===== src/hw/rtl/ibca_pkg.sv =====
// Shared constants, widths and the arctangent table for the IMU bias/attitude block.
`timescale 1ns / 1ps
package ibca_pkg;

    localparam int CW       = 52;   // CORDIC vector width
    localparam int ZW       = 25;   // CORDIC angle width, 1/256 centidegree
    localparam int TAB_LEN  = 24;
    localparam int IDX_W    = 5;
    localparam int SQ_W     = 48;   // isqrt radicand width
    localparam int ROOT_W   = 24;
    localparam int YAW_W    = 26;   // Q9.16 degrees

    localparam logic signed [ZW-1:0]    QUARTER_TURN = 25'sd2304000;
    localparam logic signed [YAW_W-1:0] YAW_HALF     = 26'sd11796480;
    localparam logic signed [YAW_W-1:0] YAW_FULL     = 26'sd23592960;
    localparam logic signed [15:0]      ROLL_LIM     = 16'sd18000;
    localparam logic signed [15:0]      PITCH_LIM    = 16'sd9000;

    localparam logic [1:0] REG_CAL_SAMPLES = 2'd0;
    localparam logic [1:0] REG_DEADBAND    = 2'd1;
    localparam logic [1:0] REG_YAW_GAIN    = 2'd2;

    localparam logic [12:0] CAL_SAMPLES_RST = 13'd120;
    localparam logic [11:0] DEADBAND_RST    = 12'd4;
    localparam logic [15:0] YAW_GAIN_RST    = 16'd11735;

    // atan(2^-i) in 1/256 centidegree
    function automatic logic [20:0] atan_val(input logic [IDX_W-1:0] i);
        logic [20:0] v;
        case (i)
            5'd0:    v = 21'd1152000;
            5'd1:    v = 21'd680065;
            5'd2:    v = 21'd359328;
            5'd3:    v = 21'd182400;
            5'd4:    v = 21'd91554;
            5'd5:    v = 21'd45822;
            5'd6:    v = 21'd22916;
            5'd7:    v = 21'd11459;
            5'd8:    v = 21'd5730;
            5'd9:    v = 21'd2865;
            5'd10:   v = 21'd1432;
            5'd11:   v = 21'd716;
            5'd12:   v = 21'd358;
            5'd13:   v = 21'd179;
            5'd14:   v = 21'd90;
            5'd15:   v = 21'd45;
            5'd16:   v = 21'd22;
            5'd17:   v = 21'd11;
            5'd18:   v = 21'd6;
            5'd19:   v = 21'd3;
            5'd20:   v = 21'd1;
            5'd21:   v = 21'd1;
            default: v = 21'd0;
        endcase
        return v;
    endfunction

endpackage


===== src/hw/rtl/imu_bias_cal_attitude_top.sv =====
// Top level of the IMU gyro bias calibration and attitude block.
// A calibration word that is not the last only adds to the sums; the last one starts the
// bit-serial divider once per axis. An attitude word runs the shared CORDIC unit twice and
// the 24-step square root. One word is in work at a time.
// Reset (rst_n, asynchronous, active low) restores the register defaults and restarts calibration.
`timescale 1ns / 1ps
module imu_bias_cal_attitude_top #(
    parameter int MAX_CAL_SAMPLES = 4096,
    parameter int CORDIC_STEPS    = 16
) (
    input  logic               clk,
    input  logic               rst_n,
    input  logic               psel,
    input  logic               penable,
    input  logic               pwrite,
    input  logic [3:0]         paddr,
    input  logic [31:0]        pwdata,
    output logic [31:0]        prdata,
    output logic               pready,
    input  logic               in_valid,
    output logic               in_stall,
    input  logic signed [15:0] accel_x,
    input  logic signed [15:0] accel_y,
    input  logic signed [15:0] accel_z,
    input  logic signed [15:0] rate_x,
    input  logic signed [15:0] rate_y,
    input  logic signed [15:0] rate_z,
    output logic               out_valid,
    input  logic               out_stall,
    output logic               result_kind,
    output logic signed [15:0] bias_x,
    output logic signed [15:0] bias_y,
    output logic signed [15:0] bias_z,
    output logic signed [15:0] roll,
    output logic signed [14:0] pitch,
    output logic signed [15:0] yaw
);
    import ibca_pkg::*;

    localparam int CNT_W = $clog2(MAX_CAL_SAMPLES + 1);
    localparam int TGT_W = (CNT_W > 13) ? CNT_W : 13;
    localparam int SUM_W = 16 + CNT_W;

    typedef enum logic [3:0] {
        S_IDLE, S_DIV_GO, S_DIV_WAIT, S_EMIT_BIAS,
        S_ROLL_GO, S_ROLL_WAIT, S_SQY, S_SQZ, S_SQSUM, S_SQRT_WAIT,
        S_PITCH_GO, S_PITCH_WAIT, S_YMUL, S_YACC, S_YWRAP, S_EMIT_ATT
    } state_t;

    state_t state_reg;

    logic [12:0] cal_samples_reg;
    logic [11:0] deadband_reg;
    logic [15:0] yaw_gain_reg;

    logic                    calibrating_reg;
    logic [CNT_W-1:0]        sample_count_reg;
    logic signed [SUM_W-1:0] sums_reg [3];
    logic signed [15:0]      bias_reg [3];
    logic [1:0]              axis_reg;
    logic signed [YAW_W-1:0] yaw_acc_reg;

    logic signed [15:0]     ax_reg, ay_reg, az_reg;
    logic signed [16:0]     c2_reg;
    logic signed [33:0]     prod_reg;
    logic [31:0]            sq_reg;
    logic [ROOT_W-1:0]      mag_reg;
    logic signed [15:0]     roll_reg;
    logic signed [14:0]     pitch_reg;

    logic               out_valid_reg;
    logic               kind_reg;
    logic signed [15:0] obx_reg, oby_reg, obz_reg, oroll_reg, oyaw_reg;
    logic signed [14:0] opitch_reg;

    logic [TGT_W-1:0]   target;
    logic [CNT_W-1:0]   count_next;
    logic               accept;
    logic               out_free;
    logic               apb_wr;

    logic signed [16:0] mul_a, mul_b;
    logic               cor_start, cor_done;
    logic signed [CW-1:0] cor_x, cor_y;
    logic signed [15:0] cor_angle;
    logic               div_done;
    logic signed [15:0] div_q;
    logic               sqrt_done;
    logic [ROOT_W-1:0]  sqrt_root;
    logic [31:0]        sq_sum;
    logic signed [16:0] neg_ax;
    logic signed [33:0] step_round;
    logic signed [YAW_W-1:0] yaw_step;
    logic signed [YAW_W:0]   yaw_sum;
    logic signed [17:0] c2_wide;
    logic signed [17:0] db_wide;
    logic signed [32:0] yaw_scaled;
    logic signed [32:0] yaw_cd_full;

    assign pready = 1'b1;
    assign apb_wr = psel && penable && pwrite;

    always_ff @(posedge clk or negedge rst_n)
    begin
        if (!rst_n)
        begin
            cal_samples_reg <= CAL_SAMPLES_RST;
            deadband_reg    <= DEADBAND_RST;
            yaw_gain_reg    <= YAW_GAIN_RST;
        end
        else if (apb_wr)
        begin
            case (paddr[3:2])
                REG_CAL_SAMPLES: cal_samples_reg <= pwdata[12:0];
                REG_DEADBAND:    deadband_reg    <= pwdata[11:0];
                REG_YAW_GAIN:    yaw_gain_reg    <= pwdata[15:0];
                default:         ;
            endcase
        end
    end

    always_comb
    begin
        case (paddr[3:2])
            REG_CAL_SAMPLES: prdata = {19'd0, cal_samples_reg};
            REG_DEADBAND:    prdata = {20'd0, deadband_reg};
            REG_YAW_GAIN:    prdata = {16'd0, yaw_gain_reg};
            default:         prdata = '0;
        endcase
    end

    // Calibration length: zero acts as one, and the count is capped at the build limit.
    always_comb
    begin
        if (cal_samples_reg == 13'd0)
        begin
            target = TGT_W'(1);
        end
        else if (TGT_W'(cal_samples_reg) > TGT_W'(MAX_CAL_SAMPLES))
        begin
            target = TGT_W'(MAX_CAL_SAMPLES);
        end
        else
        begin
            target = TGT_W'(cal_samples_reg);
        end
    end

    assign count_next = sample_count_reg + CNT_W'(1);
    assign in_stall   = (state_reg != S_IDLE);
    assign accept     = in_valid && (state_reg == S_IDLE);
    assign out_free   = !out_valid_reg || !out_stall;

    // Shared multiplier, product registered every cycle.
    always_comb
    begin
        case (state_reg)
            S_SQZ:
            begin
                mul_a = {az_reg[15], az_reg};
                mul_b = {az_reg[15], az_reg};
            end
            S_YMUL:
            begin
                mul_a = c2_reg;
                mul_b = {1'b0, yaw_gain_reg};
            end
            default:
            begin
                mul_a = {ay_reg[15], ay_reg};
                mul_b = {ay_reg[15], ay_reg};
            end
        endcase
    end

    always_ff @(posedge clk)
    begin
        prod_reg <= mul_a * mul_b;
    end

    assign neg_ax    = -{ax_reg[15], ax_reg};
    assign cor_start = (state_reg == S_ROLL_GO) || (state_reg == S_PITCH_GO);
    always_comb
    begin
        if (state_reg == S_PITCH_GO)
        begin
            cor_x = {4'd0, mag_reg, 24'd0};
            cor_y = {{3{neg_ax[16]}}, neg_ax, 32'd0};
        end
        else
        begin
            cor_x = {{12{az_reg[15]}}, az_reg, 24'd0};
            cor_y = {{12{ay_reg[15]}}, ay_reg, 24'd0};
        end
    end

    ibca_cordic #(
        .STEPS (CORDIC_STEPS)
    ) u_cordic (
        .clk   (clk),
        .rst_n (rst_n),
        .start (cor_start),
        .x_in  (cor_x),
        .y_in  (cor_y),
        .done  (cor_done),
        .angle (cor_angle)
    );

    ibca_div #(
        .SUM_W (SUM_W),
        .CNT_W (CNT_W)
    ) u_div (
        .clk      (clk),
        .rst_n    (rst_n),
        .start    (state_reg == S_DIV_GO),
        .dividend (sums_reg[axis_reg]),
        .divisor  (sample_count_reg),
        .done     (div_done),
        .quotient (div_q)
    );

    assign sq_sum = sq_reg + prod_reg[31:0];

    ibca_isqrt u_isqrt (
        .clk   (clk),
        .rst_n (rst_n),
        .start (state_reg == S_SQSUM),
        .value ({sq_sum, 16'd0}),
        .done  (sqrt_done),
        .root  (sqrt_root)
    );

    assign step_round = prod_reg + 34'sd128;
    assign yaw_step   = YAW_W'(step_round >>> 8);
    assign yaw_sum    = {yaw_acc_reg[YAW_W-1], yaw_acc_reg} + {yaw_step[YAW_W-1], yaw_step};
    assign c2_wide    = {c2_reg[16], c2_reg};
    assign db_wide    = {6'd0, deadband_reg};
    assign yaw_scaled = 33'(yaw_acc_reg) * 33'sd100;
    assign yaw_cd_full = (yaw_scaled + 33'sd32768) >>> 16;

    always_ff @(posedge clk or negedge rst_n)
    begin
        if (!rst_n)
        begin
            state_reg        <= S_IDLE;
            calibrating_reg  <= 1'b1;
            sample_count_reg <= '0;
            for (int k = 0; k < 3; k++)
            begin
                sums_reg[k] <= '0;
                bias_reg[k] <= '0;
            end
            axis_reg      <= '0;
            yaw_acc_reg   <= '0;
            out_valid_reg <= 1'b0;
        end
        else
        begin
            // The emit states set the valid flag themselves when the output is free.
            if (out_valid_reg && !out_stall && state_reg != S_EMIT_BIAS
                && state_reg != S_EMIT_ATT)
            begin
                out_valid_reg <= 1'b0;
            end
            case (state_reg)
                S_IDLE:
                begin
                    if (accept)
                    begin
                        if (calibrating_reg)
                        begin
                            sums_reg[0] <= sums_reg[0] + SUM_W'(rate_x);
                            sums_reg[1] <= sums_reg[1] + SUM_W'(rate_y);
                            sums_reg[2] <= sums_reg[2] + SUM_W'(rate_z);
                            sample_count_reg <= count_next;
                            if (TGT_W'(count_next) >= target)
                            begin
                                axis_reg  <= '0;
                                state_reg <= S_DIV_GO;
                            end
                        end
                        else
                        begin
                            state_reg <= S_ROLL_GO;
                        end
                    end
                end
                S_DIV_GO:
                begin
                    state_reg <= S_DIV_WAIT;
                end
                S_DIV_WAIT:
                begin
                    if (div_done)
                    begin
                        bias_reg[axis_reg] <= div_q;
                        if (axis_reg == 2'd2)
                        begin
                            calibrating_reg <= 1'b0;
                            state_reg       <= S_EMIT_BIAS;
                        end
                        else
                        begin
                            axis_reg  <= axis_reg + 2'd1;
                            state_reg <= S_DIV_GO;
                        end
                    end
                end
                S_ROLL_GO:
                begin
                    state_reg <= S_ROLL_WAIT;
                end
                S_ROLL_WAIT:
                begin
                    if (cor_done)
                    begin
                        state_reg <= S_SQY;
                    end
                end
                S_SQY:
                begin
                    state_reg <= S_SQZ;
                end
                S_SQZ:
                begin
                    state_reg <= S_SQSUM;
                end
                S_SQSUM:
                begin
                    state_reg <= S_SQRT_WAIT;
                end
                S_SQRT_WAIT:
                begin
                    if (sqrt_done)
                    begin
                        state_reg <= S_PITCH_GO;
                    end
                end
                S_PITCH_GO:
                begin
                    state_reg <= S_PITCH_WAIT;
                end
                S_PITCH_WAIT:
                begin
                    if (cor_done)
                    begin
                        state_reg <= S_YMUL;
                    end
                end
                S_YMUL:
                begin
                    state_reg <= S_YACC;
                end
                S_YACC:
                begin
                    if (c2_wide > db_wide || c2_wide < -db_wide)
                    begin
                        yaw_acc_reg <= yaw_sum[YAW_W-1:0];
                    end
                    state_reg <= S_YWRAP;
                end
                S_YWRAP:
                begin
                    if (yaw_acc_reg > YAW_HALF)
                    begin
                        yaw_acc_reg <= yaw_acc_reg - YAW_FULL;
                    end
                    else if (yaw_acc_reg < -YAW_HALF)
                    begin
                        yaw_acc_reg <= yaw_acc_reg + YAW_FULL;
                    end
                    state_reg <= S_EMIT_ATT;
                end
                S_EMIT_BIAS, S_EMIT_ATT:
                begin
                    if (out_free)
                    begin
                        out_valid_reg <= 1'b1;
                        state_reg     <= S_IDLE;
                    end
                end
                default:
                begin
                    state_reg <= S_IDLE;
                end
            endcase
        end
    end

    // Working values and the output word.
    always_ff @(posedge clk)
    begin
        if (accept && !calibrating_reg)
        begin
            ax_reg <= accel_x;
            ay_reg <= accel_y;
            az_reg <= accel_z;
            c2_reg <= {rate_z[15], rate_z} - {bias_reg[2][15], bias_reg[2]};
        end
        if (state_reg == S_ROLL_WAIT && cor_done)
        begin
            if (cor_angle > ROLL_LIM)
            begin
                roll_reg <= ROLL_LIM;
            end
            else if (cor_angle < -ROLL_LIM)
            begin
                roll_reg <= -ROLL_LIM;
            end
            else
            begin
                roll_reg <= cor_angle;
            end
        end
        if (state_reg == S_SQZ)
        begin
            sq_reg <= prod_reg[31:0];
        end
        if (state_reg == S_SQRT_WAIT && sqrt_done)
        begin
            mag_reg <= sqrt_root;
        end
        if (state_reg == S_PITCH_WAIT && cor_done)
        begin
            if (cor_angle > PITCH_LIM)
            begin
                pitch_reg <= PITCH_LIM[14:0];
            end
            else if (cor_angle < -PITCH_LIM)
            begin
                pitch_reg <= -(PITCH_LIM[14:0]);
            end
            else
            begin
                pitch_reg <= cor_angle[14:0];
            end
        end
        if (state_reg == S_EMIT_BIAS && out_free)
        begin
            kind_reg   <= 1'b0;
            obx_reg    <= bias_reg[0];
            oby_reg    <= bias_reg[1];
            obz_reg    <= bias_reg[2];
            oroll_reg  <= '0;
            opitch_reg <= '0;
            oyaw_reg   <= '0;
        end
        if (state_reg == S_EMIT_ATT && out_free)
        begin
            kind_reg   <= 1'b1;
            obx_reg    <= '0;
            oby_reg    <= '0;
            obz_reg    <= '0;
            oroll_reg  <= roll_reg;
            opitch_reg <= pitch_reg;
            oyaw_reg   <= yaw_cd_full[15:0];
        end
    end

    assign out_valid   = out_valid_reg;
    assign result_kind = kind_reg;
    assign bias_x      = obx_reg;
    assign bias_y      = oby_reg;
    assign bias_z      = obz_reg;
    assign roll        = oroll_reg;
    assign pitch       = opitch_reg;
    assign yaw         = oyaw_reg;

`ifndef NO_ASSERTIONS
    a_cal_end_reports: assert property (@(posedge clk) disable iff (!rst_n)
        $fell(calibrating_reg) |-> state_reg == S_EMIT_BIAS)
        else $error("calibration ended without a bias report");

    a_report_clean: assert property (@(posedge clk) disable iff (!rst_n)
        out_valid && !result_kind |-> roll == 16'sd0 && pitch == 15'sd0 && yaw == 16'sd0)
        else $error("bias report carries attitude data");

    a_angle_range: assert property (@(posedge clk) disable iff (!rst_n)
        out_valid && result_kind |-> roll <= 16'sd18000 && roll >= -16'sd18000
            && pitch <= 15'sd9000 && pitch >= -15'sd9000)
        else $error("attitude angle out of range");
`endif

endmodule


===== src/hw/rtl/ibca_div.sv =====
// Iterative signed-by-unsigned divider, one quotient bit per cycle, truncating.
`timescale 1ns / 1ps
module ibca_div #(
    parameter int SUM_W = 29,
    parameter int CNT_W = 13
) (
    input  logic                    clk,
    input  logic                    rst_n,
    input  logic                    start,
    input  logic signed [SUM_W-1:0] dividend,
    input  logic [CNT_W-1:0]        divisor,
    output logic                    done,
    output logic signed [15:0]      quotient
);
    localparam int STEP_W = $clog2(SUM_W + 1);

    logic                run_reg;
    logic                done_reg;
    logic                neg_reg;
    logic [STEP_W-1:0]   step_reg;
    logic [SUM_W-1:0]    quo_reg;
    logic [CNT_W:0]      rem_reg;
    logic [CNT_W-1:0]    dvs_reg;
    logic [CNT_W:0]      trial;
    logic [SUM_W-1:0]    quo_signed;

    assign trial = {rem_reg[CNT_W-1:0], quo_reg[SUM_W-1]};

    always_ff @(posedge clk or negedge rst_n)
    begin
        if (!rst_n)
        begin
            run_reg  <= 1'b0;
            done_reg <= 1'b0;
        end
        else
        begin
            done_reg <= 1'b0;
            if (start)
            begin
                run_reg <= 1'b1;
            end
            else if (run_reg && step_reg == STEP_W'(1))
            begin
                run_reg  <= 1'b0;
                done_reg <= 1'b1;
            end
        end
    end

    always_ff @(posedge clk)
    begin
        if (start)
        begin
            neg_reg  <= dividend[SUM_W-1];
            quo_reg  <= dividend[SUM_W-1] ? (-dividend) : dividend;
            rem_reg  <= '0;
            dvs_reg  <= divisor;
            step_reg <= STEP_W'(SUM_W);
        end
        else if (run_reg)
        begin
            step_reg <= step_reg - STEP_W'(1);
            if (trial >= {1'b0, dvs_reg})
            begin
                rem_reg <= trial - {1'b0, dvs_reg};
                quo_reg <= {quo_reg[SUM_W-2:0], 1'b1};
            end
            else
            begin
                rem_reg <= trial;
                quo_reg <= {quo_reg[SUM_W-2:0], 1'b0};
            end
        end
    end

    assign quo_signed = neg_reg ? (-quo_reg) : quo_reg;
    assign quotient   = quo_signed[15:0];
    assign done       = done_reg;

endmodule


===== src/hw/rtl/ibca_isqrt.sv =====
// Iterative integer square root, one result bit per cycle.
`timescale 1ns / 1ps
module ibca_isqrt
(
    input  logic                     clk,
    input  logic                     rst_n,
    input  logic                     start,
    input  logic [ibca_pkg::SQ_W-1:0]   value,
    output logic                     done,
    output logic [ibca_pkg::ROOT_W-1:0] root
);
    import ibca_pkg::*;

    logic            run_reg;
    logic            done_reg;
    logic [SQ_W-1:0] v_reg;
    logic [SQ_W-1:0] res_reg;
    logic [SQ_W-1:0] bit_reg;
    logic [SQ_W-1:0] cand;

    assign cand = res_reg + bit_reg;

    always_ff @(posedge clk or negedge rst_n)
    begin
        if (!rst_n)
        begin
            run_reg  <= 1'b0;
            done_reg <= 1'b0;
        end
        else
        begin
            done_reg <= 1'b0;
            if (start)
            begin
                run_reg <= 1'b1;
            end
            else if (run_reg && bit_reg[0])
            begin
                run_reg  <= 1'b0;
                done_reg <= 1'b1;
            end
        end
    end

    always_ff @(posedge clk)
    begin
        if (start)
        begin
            v_reg   <= value;
            res_reg <= '0;
            bit_reg <= SQ_W'(1) << (SQ_W - 2);
        end
        else if (run_reg)
        begin
            bit_reg <= bit_reg >> 2;
            if (v_reg >= cand)
            begin
                v_reg   <= v_reg - cand;
                res_reg <= (res_reg >> 1) + bit_reg;
            end
            else
            begin
                res_reg <= res_reg >> 1;
            end
        end
    end

    assign root = res_reg[ROOT_W-1:0];
    assign done = done_reg;

endmodule


===== src/hw/rtl/ibca_cordic.sv =====
// Iterative vectoring CORDIC giving atan2 in centidegrees, one rotation per cycle.
`timescale 1ns / 1ps
module ibca_cordic #(
    parameter int STEPS = 16
) (
    input  logic                         clk,
    input  logic                         rst_n,
    input  logic                         start,
    input  logic signed [ibca_pkg::CW-1:0] x_in,
    input  logic signed [ibca_pkg::CW-1:0] y_in,
    output logic                         done,
    output logic signed [15:0]           angle
);
    import ibca_pkg::*;

    localparam int N = (STEPS < TAB_LEN) ? STEPS : TAB_LEN;

    logic                 run_reg;
    logic                 done_reg;
    logic                 zero_reg;
    logic [IDX_W-1:0]     idx_reg;
    logic signed [CW-1:0] x_reg;
    logic signed [CW-1:0] y_reg;
    logic signed [ZW-1:0] z_reg;
    logic signed [CW-1:0] xs;
    logic signed [CW-1:0] ys;
    logic signed [ZW-1:0] at;
    logic signed [ZW-1:0] zr;

    assign xs = x_reg >>> idx_reg;
    assign ys = y_reg >>> idx_reg;
    assign at = ZW'(atan_val(idx_reg));

    always_ff @(posedge clk or negedge rst_n)
    begin
        if (!rst_n)
        begin
            run_reg  <= 1'b0;
            done_reg <= 1'b0;
        end
        else
        begin
            done_reg <= 1'b0;
            if (start)
            begin
                run_reg <= 1'b1;
            end
            else if (run_reg && idx_reg == IDX_W'(N - 1))
            begin
                run_reg  <= 1'b0;
                done_reg <= 1'b1;
            end
        end
    end

    always_ff @(posedge clk)
    begin
        if (start)
        begin
            zero_reg <= (x_in == '0) && (y_in == '0);
            idx_reg  <= '0;
            // A vector in the left half-plane is first turned by a quarter turn.
            if (x_in < 0)
            begin
                if (y_in >= 0)
                begin
                    x_reg <= y_in;
                    y_reg <= -x_in;
                    z_reg <= QUARTER_TURN;
                end
                else
                begin
                    x_reg <= -y_in;
                    y_reg <= x_in;
                    z_reg <= -QUARTER_TURN;
                end
            end
            else
            begin
                x_reg <= x_in;
                y_reg <= y_in;
                z_reg <= '0;
            end
        end
        else if (run_reg)
        begin
            idx_reg <= idx_reg + IDX_W'(1);
            if (y_reg >= 0)
            begin
                x_reg <= x_reg + ys;
                y_reg <= y_reg - xs;
                z_reg <= z_reg + at;
            end
            else
            begin
                x_reg <= x_reg - ys;
                y_reg <= y_reg + xs;
                z_reg <= z_reg - at;
            end
        end
    end

    assign zr    = (z_reg + ZW'(128)) >>> 8;
    assign angle = zero_reg ? 16'sd0 : zr[15:0];
    assign done  = done_reg;

endmodule

===== config.mk =====
export PLATFORM = sky130hd
export DESIGN_NAME = imu_bias_cal_attitude_top
export DESIGN_NICKNAME = d
export VERILOG_FILES = /design/src/hw/rtl/ibca_pkg.sv /design/src/hw/rtl/imu_bias_cal_attitude_top.sv /design/src/hw/rtl/ibca_div.sv /design/src/hw/rtl/ibca_isqrt.sv /design/src/hw/rtl/ibca_cordic.sv
export SDC_FILE = /design/constraint.sdc
export NUM_CORES = 2
export LEC_CHECK = 0
export BUFFER_PORTS_ARGS = -buffer_cell sky130_fd_sc_hd__buf_2
export CAP_MARGIN = 20
export CORE_ASPECT_RATIO = 0.8
export CORE_UTILIZATION = 25
export CTS_BUF_LIST = sky130_fd_sc_hd__clkbuf_4 sky130_fd_sc_hd__clkbuf_8
export DETAILED_ROUTE_END_ITERATION = 8
export GPL_TIMING_DRIVEN = 0
export PLACE_DENSITY = 0.46
export SLEW_MARGIN = 20
export SYNTH_ARGS = -nofsm -noshare
export SYNTH_HDL_FRONTEND = slang
export SYNTH_HIERARCHICAL = 1
export SYNTH_SLANG_ARGS = --single-unit

===== constraint.sdc =====
create_clock -name clk -period 10.28 [get_ports clk]
set_input_delay 1.028 -clock clk [delete_from_list [all_inputs] [get_ports clk]]
set_output_delay 1.028 -clock clk [all_outputs]
set_load 0.005 [all_outputs]

# [Yosys cells after proc, flatten, opt, wreduce, memory -nomap -nowiden]
# Memory sizes are Yosys's and may differ from the RTL's. A register that Yosys moved wholly into a read port is not among the register bits.
# Index checks and enable logic that the tools add are counted.
# W data, S select, Z words.
[word_totals] reg_bits=827 mem_bits_ro=672 in_bits=139 wordCells=277 mem_count=1
[classes] n_addsub=31 multipliers=2 magnitude_cmp=17 eq_ne=34 shift=2 mux=83 bitwise=1 reduce_logical=53
[mem_list] memory="(name not given)" words=32 width=21 read_ports=1 rd_ports_with_merged_regs=1 wr=0 line_no="ibca_pkg.sv:30" rtl="case (i)"
[op_table] op="$mux W52" count=12
[op_table] op="$mux W48" count=4
[op_table] op="$mux W29" count=5
[op_table] op="$mux W25" count=5
[op_table] op="$mux W16" count=7
[op_table] op="$add A52 B52 Y52" count=2
[op_table] op="$ge A52 B1 Y1 const B" count=2
[op_table] op="$logic_not A52 Y1" count=2
[op_table] op="$neg A52 Y52" count=2
[op_table] op="$sshr A52 B5 Y52" count=2
[op_table] op="$sub A52 B52 Y52" count=2
[op_table] op="$add A29 B16 Y29" count=3
[op_table] op="$mux W26" count=3
[op_table] op="$pmux W17 S2" count=2
[op_table] op="$pmux W4 S15" count=1
[op_table] op="$bmux W29 S2" count=1
[op_table] op="$lt A52 B1 Y1 const B" count=1
[op_table] op="$pmux W26 S2" count=1
[op_table] op="$add A47 B47 Y48" count=1
[op_table] op="$add A48 B47 Y48" count=1
[op_table] op="$bwmux W48" count=1
[op_table] op="$ge A48 B48 Y1" count=1
[op_table] op="$pmux W16 S3" count=1
[op_table] op="$sub A48 B48 Y48" count=1
[op_table] op="other kinds (70)" count=160

# [Depth between registers and ports, before layout]
[depth] word_depth=8 mapped_depth=34 depth_no_buf=33

# [Cells and area by module]
# Netlist, hierarchy kept.
[by_module_without_submodules] module="imu_bias_cal_attitude_top" n_inst=1 cells_per_inst=4530 area_per_inst_um2=42548.3 seq_area_each_um2=13237.7
[by_module_without_submodules] module="ibca_cordic" n_inst=1 cells_per_inst=3328 area_per_inst_um2=27555.2 seq_area_each_um2=4444.3
[by_module_without_submodules] module="ibca_isqrt" n_inst=1 cells_per_inst=1403 area_per_inst_um2=11155.7 seq_area_each_um2=2932.8
[by_module_without_submodules] module="ibca_div" n_inst=1 cells_per_inst=460 area_per_inst_um2=4245.3 seq_area_each_um2=1701.6

# [Worst setup path before layout]
# No wires, ideal clock.
[synth_path] kind="register to register" from="register state_reg[3]" to="register prod_reg[32]" setup_ps=106 arrival_ps=8426 required_ps=10174 slack_ps=1748 stages_incl_launch_ff=30 n_path_buf=3 cell_sequence="dfrtp_1 clkbuf_8 nand2b_1 nor2_1 clkbuf_1 a22oi_1 nand2_1 clkbuf_1 nand2_1 fa_1 inv_1 fa_1 fa_1 fa_1 fa_1 inv_1 fa_1 inv_1 ha_1 a21o_1 a21o_1 a21oi_1 nor2b_1 nor3_1 a211oi_1 o21ai_0 a21boi_0 o31ai_1 or4b_1 o311ai_0"
[synth_between] elab_chain_len=3
[synth_rtl] item="from (decl)" line_no="imu_bias_cal_attitude_top.sv:50" rtl="state_t state_reg;"
[synth_rtl] item="from (signal assigned)" line_no="imu_bias_cal_attitude_top.sv:245" rtl="state_reg <= S_IDLE;"
[synth_rtl] item="from (signal assigned)" line_no="imu_bias_cal_attitude_top.sv:279" rtl="state_reg <= S_DIV_GO;"
[synth_rtl] item="from (signal assigned)" line_no="imu_bias_cal_attitude_top.sv:284" rtl="state_reg <= S_ROLL_GO;"
[synth_rtl] item="$eq A4 B4 Y1 or $eq A4 B3 Y1 (tied branches)" line_no="imu_bias_cal_attitude_top.sv:157" rtl="case (state_reg)"
[synth_rtl] item="$pmux W17 S2" line_no="imu_bias_cal_attitude_top.sv:157"
[synth_rtl] item="$mul A17 B17 Y34 (*)" line_no="imu_bias_cal_attitude_top.sv:178" rtl="prod_reg <= mul_a * mul_b;"
[synth_rtl] item="to (signal assigned)" line_no="imu_bias_cal_attitude_top.sv:178"
[synth_rtl] item="to (decl)" line_no="imu_bias_cal_attitude_top.sv:65" rtl="logic signed [33:0] prod_reg;"
# Every way passes the cells marked *; elsewhere a longest branch is shown, timed or not.
# A chain may end at the register's enable or synchronous reset.

# [Worst setup path after layout]
[layout_path] from="register u_cordic.idx_reg[0]" to="register u_cordic.x_reg[50], data pin"
[layout_between] elab_chain_len=5
[layout_rtl] item="from (decl)" line_no="ibca_cordic.sv:21" rtl="logic [IDX_W-1:0] idx_reg;"
[layout_rtl] item="from (signal assigned)" line_no="ibca_cordic.sv:87" rtl="idx_reg <= idx_reg + IDX_W'(1);"
[layout_rtl] item="$sshr A52 B5 Y52 (*)" line_no="ibca_cordic.sv:31" rtl="assign ys = y_reg >>> idx_reg;"
[layout_rtl] item="$sub A52 B52 Y52 or $add A52 B52 Y52 (tied branches)" line_no="ibca_cordic.sv:96, ibca_cordic.sv:90"
[layout_rtl] item="$mux W52 (*)" line_no="ibca_cordic.sv:88" rtl="if (y_reg >= 0)"
[layout_rtl] item="$mux W52 (*)" line_no="ibca_cordic.sv:85" rtl="else if (run_reg)"
[layout_rtl] item="$mux W52 (*)" line_no="ibca_cordic.sv:58" rtl="if (start)"
[layout_rtl] item="to (signal assigned)" line_no="ibca_cordic.sv:67" rtl="x_reg <= y_in;"
[layout_rtl] item="to (signal assigned)" line_no="ibca_cordic.sv:90" rtl="x_reg <= x_reg + ys;"
[layout_rtl] item="to (signal assigned)" line_no="ibca_cordic.sv:96" rtl="x_reg <= x_reg - ys;"
[layout_rtl] item="to (decl)" line_no="ibca_cordic.sv:22" rtl="logic signed [CW-1:0] x_reg;"
# Every way passes the cells marked *; elsewhere a longest branch is shown, timed or not. The select of a mux whose other input is x is not followed.

==> results by group <==
Synth
  • Cell taking the most area after synthesis: edfxtp_1
  • Netlist Area Pre-Place: 85500 um^2
  • Ranking of synthesized cells by area: edfxtp_1 (15%), ha_1 (9.5%), fa_1 (7.7%)
  • Register area share after synthesis: 26.1%
  • Synth unique cells: 131
  • Dominant synthesized flop cell: edfxtp_1
  • EDFF count, synth: 419
  • Post-synth top area share: 14.7%
  • Synth Register Bits: 847
  • Cell count after synthesis: 9721
  • Mapped Avg Cell Area: 8.80 um^2
  • Post-synth ARST share: 27.0%
  • Yosys Warn Count: 6

Power and ir drop
  • Switch share: 44.5%
  • Leak: 0.0408 uW
  • VDD IR max: 406 uV
  • Power Density: 201 nW/um^2
  • Sequential power share: 20.5%
  • Sw power: 8740 uW
  • Internal power: 10900 uW
  • Comb pwr share: 59.3%
  • Clock share of power: 20.2%

Clock network
  • TritonCTS clock tree: yes
  • CTS max path bufs: 4
  • # clock sinks: 847
  • H-tree levels: 4
  • Post-CTS Setup Bufs: 0
  • Clock-pin slew on the worst setup and hold paths: 0.07 ns
  • # hold bufs at CTS: 0
  • Clk_lat worst skew: 0.95 ns
  • Clock Root Buffer: clkbuf_8
  • Num CTS Buffers: 173

GRT
  • First-pass GRT wire length: 534 mm
  • Total Routing Usage GR: 20.8%
  • Number of global-route vias before repair: 74016
  • Initial antenna violation count: 30
  • Pin count of the biggest net entering global routing: 83
  • GRT Residual Overflow: 0

Worst setup path
  • Reg2reg start: u_cordic/idx_reg[0]
  • Data required, critical path: 10.94 ns
  • CP Buf/Inv Count: 5
  • Crit path DAT: 10.73 ns
  • Critical Path Fanout Max: 10
  • CP startpoint kind: register
  • Setup CP Type: reg -> reg
  • R2R setup slack: 0.21 ns
  • Critical Path End Type: register
  • Slowest-stage cell, CP: o31ai_1
  • CP top delay family: compound AO/OA/AOI/OAI gates
  • Most common cell on crit path: buf_2
  • CP peak stage delay: 0.94 ns
  • CP startpoint: u_cordic/idx_reg[0]

Die
  • Initial Util: 25.2%
  • Row cnt: 191
  • Die ar.: 344000 um^2
  • # IOs: 270
  • Core Footprint: 339000 um^2
  • Die Wd: 656 um
  • Die Y-Extent: 525 um

Layout
  • Area Growth Syn to Fin: 14.2%
  • Non-filler cells, final: 15116
  • Nets: 11529
  • Layout cells sized above 1: 11.4%
  • Max reg flops: 87
  • Fill count: 36705
  • Core Util, Final: 28.8%

Place
  • # port buffers: 232
  • Post-Place Cells: 14773
  • Routability cong.: 1.07
  • HPWL after DPL: 298 mm

Timing
  • Setup_tns: 0 ns
  • Fmax: 0.0993 GHz
  • # setup viols final: 0
  • Tightest Pin Transition: 1.32 ns
  • Tcrit/Tclk final: 98.0%
  • Relative slew slack: 12.1%
  • Final Max Slew Viols: 0
  • Period minus WS final: 10.07 ns
  • Clk_skew: 0.106 ns
  • Hold Fails Final Rpt: 0
  • RSZ-0062 raised after global routing: yes

Detailed routing
  • Number of vias per cell: 5.14
  • Total number of vias: 77625
  • # DRC: 0
  • Post-DRT Antenna Nets: 0
  • Starting DRT DRC Count: 8337
  • Routed WL per cell: 24.6 um
  • Final Routed Wirelength: 372 mm
  • Detailed Routing Iterations Pass 1: 6

Job
  • MaxCap Viol Count: 0

Run status
  • Status: finished clean

Hold path
  • Hold/Removal Path Class: in -> async
power groups by stage:
stage	registers, uW	logic, uW	clock network [uW]
after floorplan	3960	9010	0
after global placement	4090	11600	0
after detailed placement	4080	11600	0
after CTS	4010	11700	4100
after global routing	4030	13300	4230
final	4020	11600	3970
final cells by class:
cell class                 count  area, um^2  share of cell area [%]
antenna                       40         100                   0.102
buffer                       499        2320                    2.37
clock buffer                 241        3070                    3.14
clock inverter                64         669                   0.685
inverter                     722        2720                    2.78
multi-input combinational   7906       59300                    60.7
sequential                   847       22300                    22.9
tap                         4535        5670                    5.81
timing repair buffer         262        1530                    1.56
through the flow:
| step | hold slack [ns] | cell area [um^2] | total power, uW | setup WS, ns |
|---|---|---|---|---|
| floorplan | 0.415 | 86500 | 13000 | 1.75 |
| global placement | 0.437 | 93300 | 15700 | -2.04 |
| detailed placement | 0.431 | 93800 | 15600 | -1.92 |
| CTS | 0.0651 | 97500 | 19800 | 0.147 |
| global route | 0.0948 | 97600 | 21600 | 0.0231 |
| finish | 0.128 | 97700 | 19600 | 0.206 |
worst reg2reg max path, stage by stage, from the launching register on:
cell,delay [ns]
dfxtp_1,0.33
buf_2,0.37
buf_4,0.38
buf_2,0.49
buf_2,0.50
buf_2,0.52
nor2_1,0.27
and3_1,0.25
o31ai_1,0.94
nand3_1,0.49
nor4b_4,0.46
nand4_1,0.60
o21ai_0,0.44
xnor2_1,0.18
ha_1,0.33
a21o_1,0.20
a21o_1,0.17
a21oi_1,0.15
o21a_1,0.15
o21ai_0,0.12
a31o_2,0.26
a31oi_1,0.58
o31ai_1,0.29
a221oi_1,0.87
o41ai_1,0.15
a311o_1,0.34
synthesized netlist by cell type (202+ instances only):
master       n
xnor2_1    455
dfrtp_1    213
ha_1       648
a21oi_1    546
fa_1       331
nand2_1   1153
xor2_1     289
nor2_1     723
edfxtp_1   419
o21ai_0    647
mux2_2     202
a21o_1     202
inv_1      719
clkbuf_1   328
routing by layer:
metal  wire length, um  global-route usage (%)  vias up
li1                  -                       -    35963
met1            174000                    30.2    37634
met2            151000                    29.8     3311
met3             32100                    4.67      711
met4             14500                    7.70        6
met5                34                       0        -
cell families after synthesis:
family | share of synthesized area (%)
other cells | 0.00878
compound gates | 18.9
simple gates | 15.8
mux | 8.43
xor+xnor | 7.69
fa+ha+maj | 17.2
buf+inv | 5.89
flops | 26.1
timing repair:
action                                 4_1_cts  5_1_grt
setup endpoints to repair                   48        6
gates resized for setup                      8        6
endpoints found under the hold margin        0        0
placed cells by master, fill, tap and decap left out, drive strengths merged, types with 100 or more instances in the layout:
cell,n
inv,723
o211ai,131
mux2,203
xor2,289
nand3,167
a21oi,546
edfxtp,419
mux4,129
and2,101
ha,648
o31ai,131
clkbuf,571
dfxtp,199
nor2,723
xnor2,457
nor3,144
dfrtp,213
fa,331
nor2b,100
nand2,1153
o21ai,674
mux2i,201
buf,431
a21o,203
nand2b,103
conb,259
final timing paths:
path,end,cells past startpoint
max,u_cordic/x_reg[50],25
min,sums_reg[7],1
max reg2reg,u_cordic/x_reg[50],25
min reg2reg,u_div/dvs_reg[10],0
max in group asynchronous,yaw_acc_reg[3],2
min in group clk,ay_reg[14],1
Note: power is estimated with default switching activity, not from simulation.
